`src/rau_pkg.sv`:
```
`timescale 1ns / 1ps
// shared types and constants of the rational arithmetic unit
package rau_pkg;

    localparam int OP_W      = 3;
    localparam int NUM_OUT_W = 33;
    localparam int DEN_OUT_W = 31;
    localparam int WIDE_W    = 64;

    typedef enum logic [OP_W-1:0] {
        OP_ADD    = 3'd0,
        OP_SUB    = 3'd1,
        OP_MUL    = 3'd2,
        OP_DIV    = 3'd3,
        OP_CMP    = 3'd4,
        OP_REDUCE = 3'd5,
        OP_RECIP  = 3'd6
    } op_t;

    typedef enum logic [1:0] {
        MSEL_CROSS_A = 2'd0,
        MSEL_CROSS_B = 2'd1,
        MSEL_DENS    = 2'd2
    } mul_sel_t;

    typedef enum logic [3:0] {
        ST_IDLE,
        ST_MUL0,
        ST_MUL1,
        ST_MUL2,
        ST_COMBINE,
        ST_GCD,
        ST_DIVIDE,
        ST_REDUCE,
        ST_FINISH
    } state_t;

    typedef struct packed {
        logic     load;
        logic     mul_en;
        mul_sel_t mul_sel;
        logic     combine;
        logic     gcd_step;
        logic     div_init;
        logic     div_step;
        logic     reduce_fin;
        logic     out_load;
    } ctrl_cmd_t;

    typedef struct packed {
        logic [OP_W-1:0] op;
        logic            gcd_done;
        logic            div_done;
        logic            out_busy;
    } dp_status_t;

endpackage

```
`src/rau_channels.sv`:
```
`timescale 1ns / 1ps
// request and response channel interfaces
interface rau_req_if #(
    parameter int OPERAND_WIDTH = 16
) ();
    logic                            valid;
    logic                            ready;
    logic [rau_pkg::OP_W-1:0]        req_type;
    logic signed [OPERAND_WIDTH-1:0] a_num;
    logic signed [OPERAND_WIDTH-1:0] a_den;
    logic signed [OPERAND_WIDTH-1:0] b_num;
    logic signed [OPERAND_WIDTH-1:0] b_den;

    modport source (output valid, req_type, a_num, a_den, b_num, b_den, input ready);
    modport sink (input valid, req_type, a_num, a_den, b_num, b_den, output ready);
endinterface

interface rau_rsp_if ();
    logic                                valid;
    logic                                ready;
    logic signed [rau_pkg::NUM_OUT_W-1:0] res_num;
    logic [rau_pkg::DEN_OUT_W-1:0]        res_den;
    logic                                is_equal;
    logic                                is_greater;
    logic                                is_less;
    logic                                div_by_zero;

    modport source (output valid, res_num, res_den, is_equal, is_greater, is_less,
                    div_by_zero, input ready);
    modport sink (input valid, res_num, res_den, is_equal, is_greater, is_less,
                  div_by_zero, output ready);
endinterface

```
`src/rational_arithmetic_unit.sv`:
```
`timescale 1ns / 1ps
// rational arithmetic unit: fraction add, sub, mul, div, compare, reduce, reciprocal
//
// usage
//   req carries one word: opcode plus fractions A and B, OPERAND_WIDTH-bit signed
//   parts; a word is taken when req.valid and req.ready are both high
//   rsp carries one word per request: 33-bit signed numerator, 31-bit positive
//   denominator and the compare and divide-by-zero flags
//   operands are normalized on entry (zero denominator reads as one, a
//   negative denominator moves its sign to the numerator)
// sequence
//   add, sub, mul, div, compare, reciprocal: after accept the sequencer steps
//   through MUL0, MUL1, MUL2, COMBINE and FINISH; one shared multiplier forms
//   the three products in turn
//   reduce: after MUL0 the binary gcd takes one shift or subtract per cycle,
//   then both quotients come out of a bit-serial divider before REDUCE and FINISH
// throughput
//   one request in flight; req.ready is high only while the sequencer is idle,
//   so a new word can enter as soon as the previous result sits in rsp
// reset
//   rst_n clears the sequencer and rsp.valid; no state lives between requests
// stall
//   a finished result waits in the output register while rsp.ready is low; a
//   following result then holds in the datapath until that register frees
module rational_arithmetic_unit #(
    parameter int OPERAND_WIDTH = 16
) (
    input logic      clk,
    input logic      rst_n,
    rau_req_if.sink  req,
    rau_rsp_if.source rsp
);

    rau_pkg::ctrl_cmd_t  cmd;
    rau_pkg::dp_status_t status;

    // sequencer: drives req.ready and the datapath commands
    rau_ctrl u_ctrl (
        .clk      (clk),
        .rst_n    (rst_n),
        .in_valid (req.valid),
        .in_ready (req.ready),
        .status   (status),
        .cmd      (cmd)
    );

    // datapath: operands, multiplier, gcd, divider and the rsp register
    rau_datapath #(
        .OPERAND_WIDTH (OPERAND_WIDTH)
    ) u_datapath (
        .clk         (clk),
        .rst_n       (rst_n),
        .cmd         (cmd),
        .status      (status),
        .req_type    (req.req_type),
        .a_num       (req.a_num),
        .a_den       (req.a_den),
        .b_num       (req.b_num),
        .b_den       (req.b_den),
        .out_valid   (rsp.valid),
        .out_ready   (rsp.ready),
        .res_num     (rsp.res_num),
        .res_den     (rsp.res_den),
        .is_equal    (rsp.is_equal),
        .is_greater  (rsp.is_greater),
        .is_less     (rsp.is_less),
        .div_by_zero (rsp.div_by_zero)
    );

endmodule

```
`src/rau_datapath.sv`:
```
`timescale 1ns / 1ps
// operand registers, shared multiplier, gcd and divider lanes, result register
module rau_datapath #(
    parameter int OPERAND_WIDTH = 16
) (
    input  logic                                clk,
    input  logic                                rst_n,
    input  rau_pkg::ctrl_cmd_t                  cmd,
    output rau_pkg::dp_status_t                 status,
    input  logic [rau_pkg::OP_W-1:0]            req_type,
    input  logic signed [OPERAND_WIDTH-1:0]     a_num,
    input  logic signed [OPERAND_WIDTH-1:0]     a_den,
    input  logic signed [OPERAND_WIDTH-1:0]     b_num,
    input  logic signed [OPERAND_WIDTH-1:0]     b_den,
    output logic                                out_valid,
    input  logic                                out_ready,
    output logic signed [rau_pkg::NUM_OUT_W-1:0] res_num,
    output logic [rau_pkg::DEN_OUT_W-1:0]        res_den,
    output logic                                is_equal,
    output logic                                is_greater,
    output logic                                is_less,
    output logic                                div_by_zero
);

    localparam int NW     = OPERAND_WIDTH + 1;
    localparam int MAG_W  = OPERAND_WIDTH;
    localparam int PROD_W = 2 * OPERAND_WIDTH + 2;
    localparam int ACC_W  = (2 * OPERAND_WIDTH + 1 > rau_pkg::WIDE_W) ?
                            rau_pkg::WIDE_W : 2 * OPERAND_WIDTH + 1;
    localparam int CNT_W  = $clog2(MAG_W + 1);

    logic [rau_pkg::OP_W-1:0] op_reg, op_next;
    logic signed [NW-1:0]     an_reg, an_next, ad_reg, ad_next;
    logic signed [NW-1:0]     bn_reg, bn_next, bd_reg, bd_next;
    logic signed [ACC_W-1:0]  t1_reg, t1_next, t2_reg, t2_next, t3_reg, t3_next;
    logic signed [ACC_W-1:0]  rn_reg, rn_next, rd_reg, rd_next;
    logic                     eq_reg, eq_next, gt_reg, gt_next;
    logic                     lt_reg, lt_next, dz_reg, dz_next;
    logic [MAG_W-1:0]         gx_reg, gx_next, gy_reg, gy_next;
    logic [MAG_W-1:0]         dm_reg, dm_next, dd_reg, dd_next;
    logic [MAG_W-1:0]         g_reg, g_next;
    logic [MAG_W-1:0]         q1_reg, q1_next, q2_reg, q2_next;
    logic [MAG_W-1:0]         r1_reg, r1_next, r2_reg, r2_next;
    logic [CNT_W-1:0]         cnt_reg, cnt_next;
    logic                     out_valid_reg, out_valid_next;
    logic signed [rau_pkg::NUM_OUT_W-1:0] res_num_reg, res_num_next;
    logic [rau_pkg::DEN_OUT_W-1:0]        res_den_reg, res_den_next;
    logic                     res_eq_reg, res_eq_next, res_gt_reg, res_gt_next;
    logic                     res_lt_reg, res_lt_next, res_dz_reg, res_dz_next;

    // normalized incoming operands
    logic signed [NW-1:0] in_an, in_ad, in_bn, in_bd;
    logic [MAG_W-1:0]     in_mag_a;
    // working values
    logic signed [NW-1:0]     mul_a, mul_b;
    logic signed [PROD_W-1:0] prod;
    logic signed [ACC_W-1:0]  sum, diff, an_ext, ad_ext;
    logic signed [NW-1:0]     an_abs;
    logic [MAG_W-1:0]         mag_a;
    logic [MAG_W:0]           trial1, trial2;
    logic signed [rau_pkg::WIDE_W-1:0] wide_num, wide_den;

    always_comb
    begin
        in_an = NW'(a_num);
        in_ad = NW'(a_den);
        if (a_den == '0)
        begin
            in_ad = NW'(1);
        end
        else if (a_den[OPERAND_WIDTH-1])
        begin
            in_an = -NW'(a_num);
            in_ad = -NW'(a_den);
        end
        in_bn = NW'(b_num);
        in_bd = NW'(b_den);
        if (b_den == '0)
        begin
            in_bd = NW'(1);
        end
        else if (b_den[OPERAND_WIDTH-1])
        begin
            in_bn = -NW'(b_num);
            in_bd = -NW'(b_den);
        end
        in_mag_a = in_an[NW-1] ? MAG_W'(-in_an) : MAG_W'(in_an);
    end

    always_comb
    begin
        case (cmd.mul_sel)
            rau_pkg::MSEL_CROSS_A:
            begin
                mul_a = an_reg;
                mul_b = (op_reg == rau_pkg::OP_MUL) ? bn_reg : bd_reg;
            end
            rau_pkg::MSEL_CROSS_B:
            begin
                mul_a = ad_reg;
                mul_b = bn_reg;
            end
            default:
            begin
                mul_a = ad_reg;
                mul_b = bd_reg;
            end
        endcase
        prod   = PROD_W'(mul_a) * PROD_W'(mul_b);
        sum    = t1_reg + t2_reg;
        diff   = t1_reg - t2_reg;
        an_ext = ACC_W'(an_reg);
        ad_ext = ACC_W'(ad_reg);
        an_abs = an_reg[NW-1] ? -an_reg : an_reg;
        mag_a  = an_abs[MAG_W-1:0];
        trial1 = {r1_reg, q1_reg[MAG_W-1]};
        trial2 = {r2_reg, q2_reg[MAG_W-1]};
    end

    always_comb
    begin
        op_next = op_reg;
        an_next = an_reg;
        ad_next = ad_reg;
        bn_next = bn_reg;
        bd_next = bd_reg;
        t1_next = t1_reg;
        t2_next = t2_reg;
        t3_next = t3_reg;
        rn_next = rn_reg;
        rd_next = rd_reg;
        eq_next = eq_reg;
        gt_next = gt_reg;
        lt_next = lt_reg;
        dz_next = dz_reg;
        gx_next = gx_reg;
        gy_next = gy_reg;
        dm_next = dm_reg;
        dd_next = dd_reg;
        g_next  = g_reg;
        q1_next = q1_reg;
        q2_next = q2_reg;
        r1_next = r1_reg;
        r2_next = r2_reg;
        cnt_next = cnt_reg;

        if (cmd.load)
        begin
            op_next = req_type;
            an_next = in_an;
            ad_next = in_ad;
            bn_next = in_bn;
            bd_next = in_bd;
            eq_next = 1'b0;
            gt_next = 1'b0;
            lt_next = 1'b0;
            dz_next = 1'b0;
            gx_next = in_mag_a;
            gy_next = in_ad[MAG_W-1:0];
            dm_next = in_mag_a;
            dd_next = in_ad[MAG_W-1:0];
        end

        if (cmd.mul_en)
        begin
            case (cmd.mul_sel)
                rau_pkg::MSEL_CROSS_A: t1_next = ACC_W'(prod);
                rau_pkg::MSEL_CROSS_B: t2_next = ACC_W'(prod);
                default:               t3_next = ACC_W'(prod);
            endcase
        end

        if (cmd.combine)
        begin
            rn_next = an_ext;
            rd_next = ad_ext;
            case (op_reg)
                rau_pkg::OP_ADD:
                begin
                    rn_next = sum;
                    rd_next = t3_reg;
                end
                rau_pkg::OP_SUB:
                begin
                    rn_next = diff;
                    rd_next = t3_reg;
                end
                rau_pkg::OP_CMP:
                begin
                    rn_next = diff;
                    rd_next = t3_reg;
                    eq_next = (diff == '0);
                    lt_next = diff[ACC_W-1];
                    gt_next = (diff != '0) && !diff[ACC_W-1];
                end
                rau_pkg::OP_MUL:
                begin
                    rn_next = t1_reg;
                    rd_next = t3_reg;
                end
                rau_pkg::OP_DIV:
                begin
                    if (bn_reg == '0)
                    begin
                        dz_next = 1'b1;
                    end
                    else if (t2_reg[ACC_W-1])
                    begin
                        rn_next = -t1_reg;
                        rd_next = -t2_reg;
                    end
                    else
                    begin
                        rn_next = t1_reg;
                        rd_next = t2_reg;
                    end
                end
                rau_pkg::OP_RECIP:
                begin
                    // zero has no reciprocal and passes through
                    if (an_reg != '0)
                    begin
                        rn_next = an_reg[NW-1] ? -ad_ext : ad_ext;
                        rd_next = ACC_W'(mag_a);
                    end
                end
                default:
                begin
                    rn_next = an_ext;
                    rd_next = ad_ext;
                end
            endcase
        end

        // binary gcd: common twos come off the dividends as well
        if (cmd.gcd_step)
        begin
            if (!gx_reg[0] && !gy_reg[0])
            begin
                gx_next = gx_reg >> 1;
                gy_next = gy_reg >> 1;
                dm_next = dm_reg >> 1;
                dd_next = dd_reg >> 1;
            end
            else if (!gx_reg[0])
            begin
                gx_next = gx_reg >> 1;
            end
            else if (!gy_reg[0])
            begin
                gy_next = gy_reg >> 1;
            end
            else if (gx_reg >= gy_reg)
            begin
                gx_next = gx_reg - gy_reg;
            end
            else
            begin
                gy_next = gy_reg - gx_reg;
            end
        end

        if (cmd.div_init)
        begin
            g_next   = gx_reg | gy_reg;
            q1_next  = dm_reg;
            q2_next  = dd_reg;
            r1_next  = '0;
            r2_next  = '0;
            cnt_next = '0;
        end

        // restoring division, one quotient bit per lane per cycle
        if (cmd.div_step)
        begin
            if (trial1 >= {1'b0, g_reg})
            begin
                r1_next = MAG_W'(trial1 - {1'b0, g_reg});
                q1_next = {q1_reg[MAG_W-2:0], 1'b1};
            end
            else
            begin
                r1_next = trial1[MAG_W-1:0];
                q1_next = {q1_reg[MAG_W-2:0], 1'b0};
            end
            if (trial2 >= {1'b0, g_reg})
            begin
                r2_next = MAG_W'(trial2 - {1'b0, g_reg});
                q2_next = {q2_reg[MAG_W-2:0], 1'b1};
            end
            else
            begin
                r2_next = trial2[MAG_W-1:0];
                q2_next = {q2_reg[MAG_W-2:0], 1'b0};
            end
            cnt_next = cnt_reg + CNT_W'(1);
        end

        if (cmd.reduce_fin)
        begin
            rn_next = an_reg[NW-1] ? -ACC_W'(q1_reg) : ACC_W'(q1_reg);
            rd_next = ACC_W'(q2_reg);
        end
    end

    // result register
    always_comb
    begin
        wide_num       = rau_pkg::WIDE_W'(rn_reg);
        wide_den       = rau_pkg::WIDE_W'(rd_reg);
        out_valid_next = out_valid_reg;
        res_num_next   = res_num_reg;
        res_den_next   = res_den_reg;
        res_eq_next    = res_eq_reg;
        res_gt_next    = res_gt_reg;
        res_lt_next    = res_lt_reg;
        res_dz_next    = res_dz_reg;
        if (cmd.out_load)
        begin
            out_valid_next = 1'b1;
            res_num_next   = wide_num[rau_pkg::NUM_OUT_W-1:0];
            res_den_next   = wide_den[rau_pkg::DEN_OUT_W-1:0];
            res_eq_next    = eq_reg;
            res_gt_next    = gt_reg;
            res_lt_next    = lt_reg;
            res_dz_next    = dz_reg;
        end
        else if (out_ready)
        begin
            out_valid_next = 1'b0;
        end
    end

    always_ff @(posedge clk or negedge rst_n)
    begin
        if (!rst_n)
        begin
            out_valid_reg <= 1'b0;
            cnt_reg       <= '0;
        end
        else
        begin
            out_valid_reg <= out_valid_next;
            cnt_reg       <= cnt_next;
        end
    end

    always_ff @(posedge clk)
    begin
        op_reg      <= op_next;
        an_reg      <= an_next;
        ad_reg      <= ad_next;
        bn_reg      <= bn_next;
        bd_reg      <= bd_next;
        t1_reg      <= t1_next;
        t2_reg      <= t2_next;
        t3_reg      <= t3_next;
        rn_reg      <= rn_next;
        rd_reg      <= rd_next;
        eq_reg      <= eq_next;
        gt_reg      <= gt_next;
        lt_reg      <= lt_next;
        dz_reg      <= dz_next;
        gx_reg      <= gx_next;
        gy_reg      <= gy_next;
        dm_reg      <= dm_next;
        dd_reg      <= dd_next;
        g_reg       <= g_next;
        q1_reg      <= q1_next;
        q2_reg      <= q2_next;
        r1_reg      <= r1_next;
        r2_reg      <= r2_next;
        res_num_reg <= res_num_next;
        res_den_reg <= res_den_next;
        res_eq_reg  <= res_eq_next;
        res_gt_reg  <= res_gt_next;
        res_lt_reg  <= res_lt_next;
        res_dz_reg  <= res_dz_next;
    end

    assign status.op       = op_reg;
    assign status.gcd_done = (gx_reg == '0) || (gy_reg == '0);
    assign status.div_done = (cnt_reg == CNT_W'(MAG_W));
    assign status.out_busy = out_valid_reg && !out_ready;

    assign out_valid   = out_valid_reg;
    assign res_num     = res_num_reg;
    assign res_den     = res_den_reg;
    assign is_equal    = res_eq_reg;
    assign is_greater  = res_gt_reg;
    assign is_less     = res_lt_reg;
    assign div_by_zero = res_dz_reg;

endmodule

```
`src/rau_ctrl.sv`:
```
`timescale 1ns / 1ps
// sequencing state machine of the rational arithmetic unit
module rau_ctrl (
    input  logic                clk,
    input  logic                rst_n,
    input  logic                in_valid,
    output logic                in_ready,
    input  rau_pkg::dp_status_t status,
    output rau_pkg::ctrl_cmd_t  cmd
);

    rau_pkg::state_t state_reg, state_next;
    logic            is_reduce;

    assign is_reduce = (status.op == rau_pkg::OP_REDUCE);

    always_comb
    begin
        state_next = state_reg;
        case (state_reg)
            rau_pkg::ST_IDLE:
            begin
                if (in_valid)
                begin
                    state_next = rau_pkg::ST_MUL0;
                end
            end
            rau_pkg::ST_MUL0:
            begin
                state_next = is_reduce ? rau_pkg::ST_GCD : rau_pkg::ST_MUL1;
            end
            rau_pkg::ST_MUL1:    state_next = rau_pkg::ST_MUL2;
            rau_pkg::ST_MUL2:    state_next = rau_pkg::ST_COMBINE;
            rau_pkg::ST_COMBINE: state_next = rau_pkg::ST_FINISH;
            rau_pkg::ST_GCD:
            begin
                if (status.gcd_done)
                begin
                    state_next = rau_pkg::ST_DIVIDE;
                end
            end
            rau_pkg::ST_DIVIDE:
            begin
                if (status.div_done)
                begin
                    state_next = rau_pkg::ST_REDUCE;
                end
            end
            rau_pkg::ST_REDUCE:  state_next = rau_pkg::ST_FINISH;
            rau_pkg::ST_FINISH:
            begin
                if (!status.out_busy)
                begin
                    state_next = rau_pkg::ST_IDLE;
                end
            end
            default:             state_next = rau_pkg::ST_IDLE;
        endcase
    end

    always_comb
    begin
        in_ready = 1'b0;
        cmd      = '0;
        cmd.mul_sel = rau_pkg::MSEL_CROSS_A;
        case (state_reg)
            rau_pkg::ST_IDLE:
            begin
                in_ready = 1'b1;
                cmd.load = in_valid;
            end
            rau_pkg::ST_MUL0:
            begin
                cmd.mul_en  = !is_reduce;
                cmd.mul_sel = rau_pkg::MSEL_CROSS_A;
            end
            rau_pkg::ST_MUL1:
            begin
                cmd.mul_en  = 1'b1;
                cmd.mul_sel = rau_pkg::MSEL_CROSS_B;
            end
            rau_pkg::ST_MUL2:
            begin
                cmd.mul_en  = 1'b1;
                cmd.mul_sel = rau_pkg::MSEL_DENS;
            end
            rau_pkg::ST_COMBINE: cmd.combine = 1'b1;
            rau_pkg::ST_GCD:
            begin
                cmd.gcd_step = !status.gcd_done;
                cmd.div_init = status.gcd_done;
            end
            rau_pkg::ST_DIVIDE:  cmd.div_step = !status.div_done;
            rau_pkg::ST_REDUCE:  cmd.reduce_fin = 1'b1;
            rau_pkg::ST_FINISH:  cmd.out_load = !status.out_busy;
            default:
            begin
                in_ready = 1'b0;
            end
        endcase
    end

    always_ff @(posedge clk or negedge rst_n)
    begin
        if (!rst_n)
        begin
            state_reg <= rau_pkg::ST_IDLE;
        end
        else
        begin
            state_reg <= state_next;
        end
    end

endmodule
```
`src/flat_wrapper.sv`:
```
// flat-port wrapper written by rule: the top's interface ports become plain ports
module rational_arithmetic_unit_flat 
#(
    parameter int OPERAND_WIDTH = 16
)
  (clk, rst_n, req_valid, req_req_type, req_a_num, req_a_den, req_b_num, req_b_den, req_ready, rsp_valid, rsp_res_num, rsp_res_den, rsp_is_equal, rsp_is_greater, rsp_is_less, rsp_div_by_zero, rsp_ready);
  rau_req_if #(.OPERAND_WIDTH(OPERAND_WIDTH)) req_i ();
  rau_rsp_if rsp_i ();
  input logic clk;
  input logic rst_n;
  input wire logic [$bits(req_i.valid)-1:0] req_valid;
  input wire logic [$bits(req_i.req_type)-1:0] req_req_type;
  input wire logic [$bits(req_i.a_num)-1:0] req_a_num;
  input wire logic [$bits(req_i.a_den)-1:0] req_a_den;
  input wire logic [$bits(req_i.b_num)-1:0] req_b_num;
  input wire logic [$bits(req_i.b_den)-1:0] req_b_den;
  output wire logic [$bits(req_i.ready)-1:0] req_ready;
  output wire logic [$bits(rsp_i.valid)-1:0] rsp_valid;
  output wire logic [$bits(rsp_i.res_num)-1:0] rsp_res_num;
  output wire logic [$bits(rsp_i.res_den)-1:0] rsp_res_den;
  output wire logic [$bits(rsp_i.is_equal)-1:0] rsp_is_equal;
  output wire logic [$bits(rsp_i.is_greater)-1:0] rsp_is_greater;
  output wire logic [$bits(rsp_i.is_less)-1:0] rsp_is_less;
  output wire logic [$bits(rsp_i.div_by_zero)-1:0] rsp_div_by_zero;
  input wire logic [$bits(rsp_i.ready)-1:0] rsp_ready;
  assign req_i.valid = req_valid;
  assign req_i.req_type = req_req_type;
  assign req_i.a_num = req_a_num;
  assign req_i.a_den = req_a_den;
  assign req_i.b_num = req_b_num;
  assign req_i.b_den = req_b_den;
  assign req_ready = req_i.ready;
  assign rsp_valid = rsp_i.valid;
  assign rsp_res_num = rsp_i.res_num;
  assign rsp_res_den = rsp_i.res_den;
  assign rsp_is_equal = rsp_i.is_equal;
  assign rsp_is_greater = rsp_i.is_greater;
  assign rsp_is_less = rsp_i.is_less;
  assign rsp_div_by_zero = rsp_i.div_by_zero;
  assign rsp_i.ready = rsp_ready;
  rational_arithmetic_unit #(.OPERAND_WIDTH(OPERAND_WIDTH)) u_core (.clk(clk), .rst_n(rst_n), .req(req_i), .rsp(rsp_i));
endmodule
```
`config.mk`:
```
export PLATFORM = sky130hd
export DESIGN_NAME = rational_arithmetic_unit_flat
export DESIGN_NICKNAME = d
export VERILOG_FILES = /design/src/rau_pkg.sv /design/src/rau_channels.sv /design/src/rational_arithmetic_unit.sv /design/src/rau_datapath.sv /design/src/rau_ctrl.sv /design/src/flat_wrapper.sv
export SDC_FILE = /design/constraint.sdc
export NUM_CORES = 2
export LEC_CHECK = 0
export BUFFER_PORTS_ARGS = -buffer_cell sky130_fd_sc_hd__buf_2
export CORE_MARGIN = 4
export CORE_UTILIZATION = 32
export CTS_CLUSTER_DIAMETER = 80
export CTS_CLUSTER_SIZE = 16
export DETAILED_ROUTE_END_ITERATION = 6
export PLACE_DENSITY = 0.51
export SKIP_CTS_REPAIR_TIMING = 1
export SLEW_MARGIN = 20
export SYNTH_ARGS = -nofsm -noshare
export SYNTH_HDL_FRONTEND = slang
export SYNTH_SLANG_ARGS = --single-unit
```
`constraint.sdc`:
```
create_clock -name clk -period 16.7 [get_ports clk]
set_clock_uncertainty 0.15 [all_clocks]
set_input_delay 4.175 -clock clk [delete_from_list [all_inputs] [get_ports clk]]
set_output_delay 4.175 -clock clk [all_outputs]
set_load 0.02 [all_outputs]
```
==> impl_results.md <==
- WL final: 128,300 µm
- FILL cells: 12.62k
- Most frequent cells in the layout: 486 x inv_1, 444 x nand2_1, 413 x nor2_1
- Die W: 358.7 µm
- Worst-margin pin slew: 1234 ps
- Clock buffer depth: 3
- Area occupied by registers: 0.01287 mm²
- Synth Cell Area: 0.03935 mm²
- Detailed Place HPWL: 102,700 µm
- CTS tree: yes
- Syn. warnings: 0
- Post-Place Cell Area: 0.04192 mm²
- Initial antenna violation count: 4
- CP Capture Point: u_core.u_datapath.t1_reg[32]
- DR WL/cell: 21.60 µm
- Initial Utilization: 32.24%
- Worst hold path stage count: 0
- Reg2reg path depth: 27
- Slowest cell on crit path: fa_1
- GR Util All Layers: 19.55%
- Avg Inst Size Synth: 9.329 µm²
- Layout cells sized above 1: 7.723%
- Final RePlAce weighted congestion: 0.9247
- I/O pin count: 141
- Inst Count DP: 5,863
- # DRC: 0
- Most common cell after layout, fill and taps aside: inv_1
- MaxCap Viol Count: 0
- Crit path DAT: 8940 ps
- RSZ-0062 raised after global routing: no
- Pre-CTS setup slack: 7995 ps
- Setup CP Type: reg2reg
- Total core area: 0.1220 mm²
- Crit Path Max Fanout: 38
- Setup TNS: 0 ps
- Multi-input gate area: 0.02407 mm²
- TritonCTS buffer count: 40
- Die area: 0.1286 mm²
- CP most frequent cell: fa_1
- Largest net degree at the start of global routing: 81
- Fin nets: 4,888
- Global-route wire length before repair: 192,300 µm
- Clock-pin slew on the worst setup and hold paths: 80 ps
- Fmax: 0.1142 GHz
- Clock latency on the worst-skew pair: 630 ps
- Worst flop-to-flop path endpoint: u_core.u_datapath.t1_reg[32]
- Period utilization: 52.45%
- Leading area contributor after synthesis: edfxtp_1
- Synth cell types: 82
- Flops & latches, synth: 458
- Worst r2r src: u_core.u_ctrl.state_reg[1]
- Yosys top cell area share: 27.85%
- Vias/cell: 5.286
- Ys flop type: edfxtp_1
- Required time worst endpoint: 16,880 ps
- Final hold viol count: 0
- Post-synth EDFFs: 365
- Status: finished clean
- Worst setup EP type: flop
- Post-route insts no fill: 5,939
- Post-layout minimum cycle time: 8760 ps
- Design Area, Final: 0.04320 mm²
- H-tree depth: 2
- Worst setup margin: 7940 ps
- Relative slew slack: 15.36%
- Syn Nets: 4,826
- Slew Limit Fails: 0
- Crit path launch type: flop
- GRT overflow: 0
- Post-synthesis instance total: 4,218
- Antenna-violating nets left: 0
- R2R Setup Slk: 7940 ps
- # port buffers: 140
- Initial DRC Count: 2,766
- Vias in the first global route: 30.42k
- FP Rows: 128
- Part of the Yosys area used for sequential elements: 32.71%
- Die H: 358.7 µm
- Vias: 31.39k
- CP max stage delay: 790 ps
- Worst setup path startpoint: u_core.u_ctrl.state_reg[1]
- Most area-consuming cells after synthesis: edfxtp_1 28%, fa_1 15%, ha_1 7.7%
- Min-delay worst type: reg2reg
- Clk sinks: 458
- Fraction of registers with async set/reset: 2.183%
- Area growth, synth to finish: 9.787%
- Drt first pass iters: 7
- Clk root buf: clkbuf_16
- Setup Viol. Count Final: 0
-- cell families after synthesis --
kind of cell / synth area share (%)
buffers and inverters: 6.369
muxes: 2.655
and+or+nand+nor: 14.34
DFF: 32.71
AOI/OAI and AO/OA: 15.17
xor gates and xnor gates: 6.029
adders and majority gates: 22.72
-- area by class of cell --
cell class	count	area share [%]
Multi-Input combinational cell	3096	55.72
Sequential cell	458	29.80
Tap cell	1625	4.706
Inverter	489	4.255
Timing Repair Buffer	195	2.578
Clock buffer	61	2.549
Clock inverter	13	0.3881
Antenna cell	2	0.01158
-- critical path: cells and delay by family (launching register included) --
family                     cells  cell delay (ps)
DFF                            1              590
buffers and inverters          7             1480
AOI/OAI and AO/OA              6              940
adders and majority gates      7             3620
muxes                          1              500
and+or+nand+nor                6             1150
-- how the worst min path moves through the flow --
stage,slack (ps),endpoint,start
after floorplan,250,u_core.u_datapath.res_den[0],u_core.u_datapath.rd_reg[0]
after CTS,260,u_core.u_datapath.res_num[26],u_core.u_datapath.rn_reg[26]
after global routing,270,u_core.u_datapath.res_num[26],u_core.u_datapath.rn_reg[26]
after global placement,250,u_core.u_datapath.res_den[9],u_core.u_datapath.rd_reg[9]
final,270,u_core.u_datapath.res_num[26],u_core.u_datapath.rn_reg[26]
after detailed placement,260,u_core.u_datapath.res_num[1],u_core.u_datapath.rn_reg[1]
-- synthesized netlist by cell type (11+ instances only) --
| cell type | count |
|---|---|
| inv_1 | 488 |
| nand2_1 | 446 |
| nor2_1 | 415 |
| edfxtp_1 | 365 |
| fa_1 | 296 |
| a21oi_1 | 261 |
| ha_1 | 241 |
| o21ai_0 | 229 |
| xnor2_1 | 199 |
| clkbuf_1 | 153 |
| dfxtp_1 | 83 |
| mux2i_1 | 74 |
| o31ai_1 | 73 |
| nor3_1 | 71 |
| xor2_1 | 70 |
| nand3_1 | 42 |
| nor4_1 | 41 |
| or3_1 | 39 |
| nand2b_1 | 38 |
| a21o_1 | 36 |
| a221oi_1 | 34 |
| nor2b_1 | 34 |
| a31oi_1 | 31 |
| o221ai_1 | 30 |
| or4_1 | 30 |
| o21bai_1 | 26 |
| nand4_1 | 24 |
| o41ai_1 | 23 |
| and2_1 | 22 |
| a211oi_1 | 21 |
| o211ai_1 | 21 |
| mux2_2 | 20 |
| o22ai_1 | 20 |
| or2_2 | 20 |
| o21a_1 | 17 |
| buf_1 | 16 |
| and3_1 | 15 |
| a221o_1 | 11 |
-- through the flow --
step | utilization, % | hold WS, ps
detailed placement | 34.35 | 255.4
global route | 35.40 | 273.7
CTS | 35.39 | 264.7
finish | 35.40 | 265.1
global placement | 34.35 | 252.4
floorplan | - | 250.3
-- metal layers --
| layer | wire length (µm) | vias to the layer above | GRT usage [%] |
|---|---|---|---|
| met1 | 60340 | 15380 | 28.84 |
| met5 | 0 | - | 0 |
| met2 | 54810 | 1138 | 29.41 |
| met4 | 2987 | 0 | 4.397 |
| li1 | - | 14730 | - |
| met3 | 10120 | 144 | 4.023 |
Power is left out: the tool's default activity adds up to more than one toggle a clock period on the data nets, which glitch-free logic cannot reach.
